## src/design/dtf_pkg.sv

```systemverilog
`timescale 1ns / 1ps
// dtf_pkg: shared widths, types and constants of the decimal text to fixed point block
// used by dtf_if.sv and decimal_text_to_fixed_point_top.sv; no dependencies

package dtf_pkg;

  localparam int CharW  = 8;
  localparam int ValueW = 32;
  localparam int PrecW  = 4;
  localparam int PowN   = 1 << PrecW;

  typedef logic [CharW-1:0]  char_t;
  typedef logic [ValueW-1:0] word_t;
  typedef logic [PrecW-1:0]  prec_t;

  localparam char_t CharMinus = 8'h2D;
  localparam char_t CharPlus  = 8'h2B;
  localparam char_t CharDot   = 8'h2E;
  localparam char_t CharZero  = 8'h30;
  localparam char_t CharNine  = 8'h39;

  // ten to the k, modulo 2^32
  localparam word_t Pow10 [PowN] = '{
    32'h0000_0001, 32'h0000_000A, 32'h0000_0064, 32'h0000_03E8,
    32'h0000_2710, 32'h0001_86A0, 32'h000F_4240, 32'h0098_9680,
    32'h05F5_E100, 32'h3B9A_CA00, 32'h540B_E400, 32'h4876_E800,
    32'hD4A5_1000, 32'h4E72_A000, 32'h107A_4000, 32'hA4C6_8000
  };

endpackage

```

## src/design/dtf_if.sv

```systemverilog
`timescale 1ns / 1ps
// dtf_in_if / dtf_out_if: valid/ready channels for characters and results
// depends on dtf_pkg

interface dtf_in_if import dtf_pkg::*; ();
  logic  valid;
  logic  ready;
  char_t char_in;
  logic  last;

  modport source (output valid, output char_in, output last, input ready);
  modport sink   (input valid, input char_in, input last, output ready);
endinterface

interface dtf_out_if import dtf_pkg::*; ();
  logic               valid;
  logic               ready;
  logic signed [31:0] value;
  logic               status;

  modport source (output valid, output value, output status, input ready);
  modport sink   (input valid, input value, input status, output ready);
endinterface

```

## src/design/decimal_text_to_fixed_point_top.sv

```systemverilog
`timescale 1ns / 1ps
// decimal_text_to_fixed_point_top: parses a decimal token one character a request
// depends on dtf_pkg and the channel interfaces in dtf_if.sv
//
// usage:
//   in_ch carries one ASCII character per request, last marks the end of a token.
//   Characters that are not last produce no result; the last one produces one
//   result on out_ch: value is the number scaled by ten to precision (wrapping
//   modulo 2^32), status is 1 for a malformed token (value then 0).
//   cfg_we/cfg_wdata write precision (reset 0); write it between tokens.
//   throughput: one character per cycle, sustained, while out_ch keeps up.
//   path of a result: the parse step and padding factor select for its last
//   character are registered in the multiply stage; the 32x32 multiply that
//   applies padding and sign is registered in the output register.
//   when out_ch stalls, one result waits in the output register and a second
//   in the multiply stage; in_ch.ready drops only when both are full.
//   reset (rst_n low, synchronous) clears the token state, precision and
//   both pipeline stages; no result is pending afterwards.

module decimal_text_to_fixed_point_top import dtf_pkg::*; (
  input  logic       clk,
  input  logic       rst_n,
  dtf_in_if.sink     in_ch,
  dtf_out_if.source  out_ch,
  input  logic       cfg_we,
  input  prec_t      cfg_wdata
);

  localparam logic [2:0] PH_START = 3'd0;
  localparam logic [2:0] PH_SIGN  = 3'd1;
  localparam logic [2:0] PH_INT   = 3'd2;
  localparam logic [2:0] PH_DOT   = 3'd3;
  localparam logic [2:0] PH_FRAC  = 3'd4;
  localparam logic [2:0] PH_BAD   = 3'd5;

  // token state
  logic [2:0] phase_r, phase_nxt;
  logic       neg_r, neg_nxt;
  word_t      acc_r, acc_nxt;
  prec_t      frac_cnt_r, frac_cnt_nxt;
  prec_t      prec_r;

  // multiply stage and output register
  logic  s1_valid_r, s1_valid_nxt;
  word_t s1_acc_r, s1_factor_r;
  logic  s1_bad_r;
  logic  out_valid_r, out_valid_nxt;
  word_t out_value_r;
  logic  out_status_r;

  logic  take, out_free, s1_move, is_digit, tok_ok;
  word_t acc_step, digit_w, factor, product;
  prec_t pad_exp;

  assign out_free    = !out_valid_r || out_ch.ready;
  assign s1_move     = s1_valid_r && out_free;
  assign in_ch.ready = !s1_valid_r || out_free;
  assign take        = in_ch.valid && in_ch.ready;

  assign is_digit = (in_ch.char_in >= CharZero) && (in_ch.char_in <= CharNine);
  assign digit_w  = {{(ValueW - CharW){1'b0}}, in_ch.char_in - CharZero};
  assign acc_step = (acc_r << 3) + (acc_r << 1) + digit_w;

  always_comb begin
    phase_nxt    = phase_r;
    neg_nxt      = neg_r;
    acc_nxt      = acc_r;
    frac_cnt_nxt = frac_cnt_r;
    unique case (phase_r)
      PH_START: begin
        if (in_ch.char_in == CharMinus || in_ch.char_in == CharPlus) begin
          neg_nxt   = (in_ch.char_in == CharMinus);
          phase_nxt = PH_SIGN;
        end else if (is_digit) begin
          acc_nxt   = digit_w;
          phase_nxt = PH_INT;
        end else begin
          phase_nxt = PH_BAD;
        end
      end
      PH_SIGN: begin
        if (is_digit) begin
          acc_nxt   = digit_w;
          phase_nxt = PH_INT;
        end else begin
          phase_nxt = PH_BAD;
        end
      end
      PH_INT: begin
        if (is_digit) begin
          acc_nxt = acc_step;
        end else if (in_ch.char_in == CharDot) begin
          phase_nxt = PH_DOT;
        end else begin
          phase_nxt = PH_BAD;
        end
      end
      PH_DOT, PH_FRAC: begin
        if (is_digit) begin
          // digits past the precision are dropped
          if (frac_cnt_r < prec_r) begin
            acc_nxt      = acc_step;
            frac_cnt_nxt = frac_cnt_r + 1'b1;
          end
          phase_nxt = PH_FRAC;
        end else begin
          phase_nxt = PH_BAD;
        end
      end
      default: phase_nxt = PH_BAD;
    endcase
  end

  // padding exponent and sign folded into one factor; bad tokens multiply by zero
  assign tok_ok  = (phase_nxt == PH_INT) || (phase_nxt == PH_FRAC);
  assign pad_exp = (frac_cnt_nxt < prec_r) ? prec_r - frac_cnt_nxt : '0;
  assign factor  = !tok_ok ? '0 : (neg_nxt ? word_t'(-Pow10[pad_exp]) : Pow10[pad_exp]);

  assign product = s1_acc_r * s1_factor_r;

  always_comb begin
    s1_valid_nxt = s1_valid_r;
    if (take && in_ch.last) begin
      s1_valid_nxt = 1'b1;
    end else if (s1_move) begin
      s1_valid_nxt = 1'b0;
    end
  end

  always_comb begin
    out_valid_nxt = out_valid_r;
    if (s1_move) begin
      out_valid_nxt = 1'b1;
    end else if (out_ch.ready) begin
      out_valid_nxt = 1'b0;
    end
  end

  always_ff @(posedge clk) begin
    if (!rst_n) begin
      phase_r     <= PH_START;
      neg_r       <= 1'b0;
      acc_r       <= '0;
      frac_cnt_r  <= '0;
      prec_r      <= '0;
      s1_valid_r  <= 1'b0;
      out_valid_r <= 1'b0;
    end else begin
      if (cfg_we) begin
        prec_r <= cfg_wdata;
      end
      if (take) begin
        if (in_ch.last) begin
          phase_r    <= PH_START;
          neg_r      <= 1'b0;
          acc_r      <= '0;
          frac_cnt_r <= '0;
        end else begin
          phase_r    <= phase_nxt;
          neg_r      <= neg_nxt;
          acc_r      <= acc_nxt;
          frac_cnt_r <= frac_cnt_nxt;
        end
      end
      s1_valid_r  <= s1_valid_nxt;
      out_valid_r <= out_valid_nxt;
    end
  end

  always_ff @(posedge clk) begin
    if (take && in_ch.last) begin
      s1_acc_r    <= acc_nxt;
      s1_factor_r <= factor;
      s1_bad_r    <= !tok_ok;
    end
    if (s1_move) begin
      out_value_r  <= product;
      out_status_r <= s1_bad_r;
    end
  end

  assign out_ch.valid  = out_valid_r;
  assign out_ch.value  = $signed(out_value_r);
  assign out_ch.status = out_status_r;

`ifndef NO_ASSERTIONS
  a_bad_is_zero: assert property (@(posedge clk) disable iff (!rst_n)
    out_ch.valid && out_ch.status |-> out_ch.value == 0)
    else $error("malformed token result carries a nonzero value");

  a_token_clears: assert property (@(posedge clk) disable iff (!rst_n)
    take && in_ch.last |=> phase_r == PH_START && acc_r == 0 && frac_cnt_r == 0)
    else $error("token state not cleared after last character");

  a_stage_holds: assert property (@(posedge clk) disable iff (!rst_n)
    s1_valid_r && !out_free |=> s1_valid_r && $stable(s1_acc_r) && $stable(s1_factor_r))
    else $error("multiply stage overwritten while output stalled");

  a_no_accept_full: assert property (@(posedge clk) disable iff (!rst_n)
    s1_valid_r && out_valid_r && !out_ch.ready |-> !in_ch.ready)
    else $error("input accepted with both stages full");
`endif

endmodule
```

## src/flat_wrapper.sv

```systemverilog
// flat-port wrapper written by rule: the top's interface ports become plain ports
module decimal_text_to_fixed_point_top_flat import dtf_pkg::*;
  (clk, rst_n, cfg_we, cfg_wdata, in_ch_valid, in_ch_char_in, in_ch_last, in_ch_ready, out_ch_valid, out_ch_value, out_ch_status, out_ch_ready);
  dtf_in_if in_ch_i ();
  dtf_out_if out_ch_i ();
  input  logic clk;
  input  logic rst_n;
  input  logic cfg_we;
  input  prec_t cfg_wdata;
  input wire logic [$bits(in_ch_i.valid)-1:0] in_ch_valid;
  input wire logic [$bits(in_ch_i.char_in)-1:0] in_ch_char_in;
  input wire logic [$bits(in_ch_i.last)-1:0] in_ch_last;
  output wire logic [$bits(in_ch_i.ready)-1:0] in_ch_ready;
  output wire logic [$bits(out_ch_i.valid)-1:0] out_ch_valid;
  output wire logic [$bits(out_ch_i.value)-1:0] out_ch_value;
  output wire logic [$bits(out_ch_i.status)-1:0] out_ch_status;
  input wire logic [$bits(out_ch_i.ready)-1:0] out_ch_ready;
  assign in_ch_i.valid = in_ch_valid;
  assign in_ch_i.char_in = in_ch_char_in;
  assign in_ch_i.last = in_ch_last;
  assign in_ch_ready = in_ch_i.ready;
  assign out_ch_valid = out_ch_i.valid;
  assign out_ch_value = out_ch_i.value;
  assign out_ch_status = out_ch_i.status;
  assign out_ch_i.ready = out_ch_ready;
  decimal_text_to_fixed_point_top u_core (.clk(clk), .rst_n(rst_n), .in_ch(in_ch_i), .out_ch(out_ch_i), .cfg_we(cfg_we), .cfg_wdata(cfg_wdata));
endmodule
```

## config.mk

```make
export PLATFORM = sky130hd
export DESIGN_NAME = decimal_text_to_fixed_point_top_flat
export DESIGN_NICKNAME = d
export VERILOG_FILES = /design/src/design/dtf_pkg.sv /design/src/design/dtf_if.sv /design/src/design/decimal_text_to_fixed_point_top.sv /design/src/flat_wrapper.sv
export SDC_FILE = /design/constraint.sdc
export NUM_CORES = 2
export LEC_CHECK = 0
export ABC_CLOCK_PERIOD_IN_PS = 7900
export BUFFER_PORTS_ARGS = -buffer_cell sky130_fd_sc_hd__buf_2
export CAP_MARGIN = 25
export CORE_MARGIN = 2
export CORE_UTILIZATION = 50
export DETAILED_ROUTE_END_ITERATION = 7
export MAX_ROUTING_LAYER = met4
export PLACE_DENSITY = 0.69
export SLEW_MARGIN = 20
export SYNTH_ARGS = -nofsm -noshare
export SYNTH_HDL_FRONTEND = slang
export SYNTH_SLANG_ARGS = --single-unit
export TNS_END_PERCENT = 50
```

## constraint.sdc

```tcl
create_clock -name clk -period 7.9 [get_ports clk]
set_clock_uncertainty 0.2 [all_clocks]
set_input_delay 1.58 -clock clk [delete_from_list [all_inputs] [get_ports clk]]
set_output_delay 1.58 -clock clk [all_outputs]
set_load 0.01 [all_outputs]
```

==> flow_summary.yaml <==
worst_setup_path:
  end_kind: "flop"
  cp.arrival_ns: 7.62
  reg2reg_from: "u_core.s1_acc_r[5]"
  critPathLaunch: "u_core.s1_acc_r[5]"
  crit_required_ns: 7.94
  rrSetupSlack_ns: 0.32
  cpMaxStageDelayCell: "edfxtp_1"
  ff2ff_path_depth: 25
  cp_common_cell: "fa_1"
  rr_endpoint: "u_core.out_ch.value[30]"
  crit_end: "u_core.out_ch.value[30]"
  slowest_delay_ns: 0.69
  worst-setup-path-type: "reg -> reg"
  worstSetupPathDepth: 25
  cp-start-kind: "flop"
  critPathMaxFanout: 17
  crit_family: "adder cells"
  path_buf_inv: 5
floorplanning:
  initial_core_util_pct: 50.4
  dieWidth_um: 226
  io_pins: 53
  num_rows: 81
  die_area_um2: 51000
  core_um2: 48700
  die_h_um: 226
yosys:
  synthFlopType: "edfxtp_1"
  avgSynthCellArea_um2: 9.34
  ys_ff_latch: 144
  synthMuxAreaShare_pct: 0.285
  yosysWarnings: 0
  synth_top_family_by_area: "adder cells"
  synthSimpleGateAreaFrac_pct: 17.4
  async_reset_ff_share_pct: 0
  synth_compound_area_share_pct: 9.13
  syn-instance-count: 2631
  ys_seq_area_share_pct: 15.7
  netlist_area_um2: 24600
  synth-xor-area-share_pct: 5.02
  synth_adder_area_share_pct: 43.8
  synth_nets: 3260
  yosysUniqueCellTypes: 83
  synth_edf_count: 98
global_routing:
  grt_overflow: 0
  track_usage_pct: 28.0
  grt_pass1_vias: 19600
  grt_max_degree: 66
  antenna_found_initial: 3
  grt_pass1_wl_um: 106000
layout:
  layout_common_cells: "inv_1, fa_1, and2_1, nand2_1, ha_1"
  layout.cells.most_common: "inv_1"
  instances_no_fill: 3321
  area_growth_pct: 7.02
  final_nets: 3273
  utilization_pct: 54.0
  drive_gt1_share_pct: 6.81
  diodes: 0
power_and_ir_drop:
  clock_power_share_pct: 7.3
  p_switching_uw: 5640
  p_leak_uw: 0.0123
  cellPowerDensity_nw_per_um2: 436
  p_sw_share_pct: 49.1
  p_int_uw: 5840
  ir_drop_mv: 0.797
  power_frac_comb_pct: 80.3
  total_power_uw: 11500
  seq_power_share_pct: 12.4
drt:
  wl_um: 64200
  avgRoutedWirePerCell_um: 19.3
  drtAntennaViolNets: 0
  viasPerCell: 5.46
  num_vias: 18100
  drc_errors: 0
  first_pass_iters: 6
  drt_iter0_markers: 1300
clock_tree:
  h-tree-depth: 4
  clockRootBuffer: "clkbuf_16"
  clkSlewWorstSetupHoldPaths_ns: 0.08
  clock_path_buffers: 2
  insertion_delay_ns: 0.49
  cts.sinks: 144
  ctsResizeCount: 0
  cts-hold-fix-buffers: 0
  numCtsBuffers: 17
  cts_tree: "done"
  post_cts_buffers: 0
run:
  maxCapViolCount: 0
status:
  status: "finished clean"
placement:
  dpl.hpwl_um: 51400
  gp_congestion: 0.927
  io_buffers: 52
  pre_cts_ws_ns: 0.302
  dp.cells: 3288
timing:
  worstMarginPinSlew_ns: 1.01
  rsz0062_at_grt: "false"
  finalCritPeriodShare_pct: 95.9
  fin_crit_ns: 7.58
  relSlewSlack_pct: 32.3
  tns_ns: 0
  postLayoutSetupSlackWorst_ns: 0.320
  maxSlewViolCount: 0
  timing.final.hold_violations: 0
  fmax_mhz: 132
  setup_viol_count_final: 0
hold_path:
  hold_path_class: "reg -> reg"
flip-flops by register name, summed over array words and instances, names as in the netlist:
register and cells:
u_core.s1_bad_r 1, u_core.neg_r 1, u_core.phase_r 3, u_core.out_ch.status 1, u_core.out_ch.value 32, u_core.prec_r 4, u_core.out_ch.valid 1, u_core.s1_factor_r 32
u_core.s1_acc_r 32, u_core.acc_r 32, u_core.frac_cnt_r 4, u_core.s1_valid_r 1
logic make-up after synthesis:
group | after synthesis
compound gates | 331
mux | 7
simple gates | 834
xor+xnor | 141
flops | 144
fa+ha+maj | 611
buf+inv | 563
per-stage QoR:
step | instance area, µm² | hold WS (ns)
finish | 26300 | 0.229
detailed placement | 25700 | 0.208
CTS | 26300 | 0.229
global placement | 25700 | 0.210
floorplan | 24600 | 0.200
global route | 26300 | 0.234
how the worst min path moves through the flow:
| stage | start | endpoint | slack, ns | depth (start not counted) |
|---|---|---|---|---|
| final | u_core.s1_bad_r | u_core.out_ch.status | 0.23 | 0 |
| after global routing | u_core.s1_bad_r | u_core.out_ch.status | 0.23 | 0 |
| after CTS | u_core.s1_bad_r | u_core.out_ch.status | 0.23 | 0 |
| after detailed placement | u_core.s1_bad_r | u_core.out_ch.status | 0.21 | 0 |
| after global placement | u_core.s1_bad_r | u_core.out_ch.status | 0.21 | 0 |
| after floorplan | u_core.s1_bad_r | u_core.out_ch.status | 0.20 | 0 |
per-layer routing:
| layer | up-vias | track usage (%) | wire, µm |
|---|---|---|---|
| met5 | - | - | 0 |
| met4 | 0 | 9.76 | 2040 |
| met3 | 118 | 4.42 | 3930 |
| met2 | 567 | 45.1 | 30700 |
| met1 | 9182 | 36.0 | 27500 |
| li1 | 8276 | - | - |
power groups by stage:
stage,logic [µW],registers [µW],clock network [µW]
after floorplan,6730,1430,0
after global placement,8800,1440,0
after detailed placement,9150,1440,0
after CTS,9190,1430,856
after global routing,10300,1440,885
final,9220,1420,837
synth_stat cells (5+ instances only):
cell	number	area share (%)
inv_1	434	6.6
fa_1	415	34
and2_1	328	8.3
nand2_1	295	4.5
ha_1	196	10
clkbuf_1	120	1.8
edfxtp_1	98	12
xnor2_1	90	3.2
nor2_1	85	1.3
a21oi_1	76	1.5
o21ai_0	57	1.2
xor2_1	51	1.8
dfxtp_1	46	3.7
a21o_1	35	1.1
nor2b_1	35	0.89
a22oi_1	25	0.76
nand3_1	20	0.41
o21ai_1	20	0.41
nor3_1	18	0.37
a22o_1	17	0.61
and3_1	11	0.28
a31oi_1	10	0.25
or3_1	10	0.25
o21a_1	9	0.27
a211oi_1	7	0.21
mux2i_1	7	0.28
nand2b_1	7	0.18
o31ai_1	6	0.18
o21bai_1	5	0.15
cell type report:
| cell class | count | area (µm²) |
|---|---|---|
| Multi-Input combinational cell | 1924 | 18600 |
| Timing Repair Buffer | 122 | 801 |
| Sequential cell | 144 | 3860 |
| Fill cell | 4386 | 22400 |
| Inverter | 435 | 1630 |
| Clock buffer | 17 | 425 |
| Clock inverter | 15 | 146 |
| Tap cell | 664 | 831 |
Note: power is estimated with default switching activity, not from simulation.
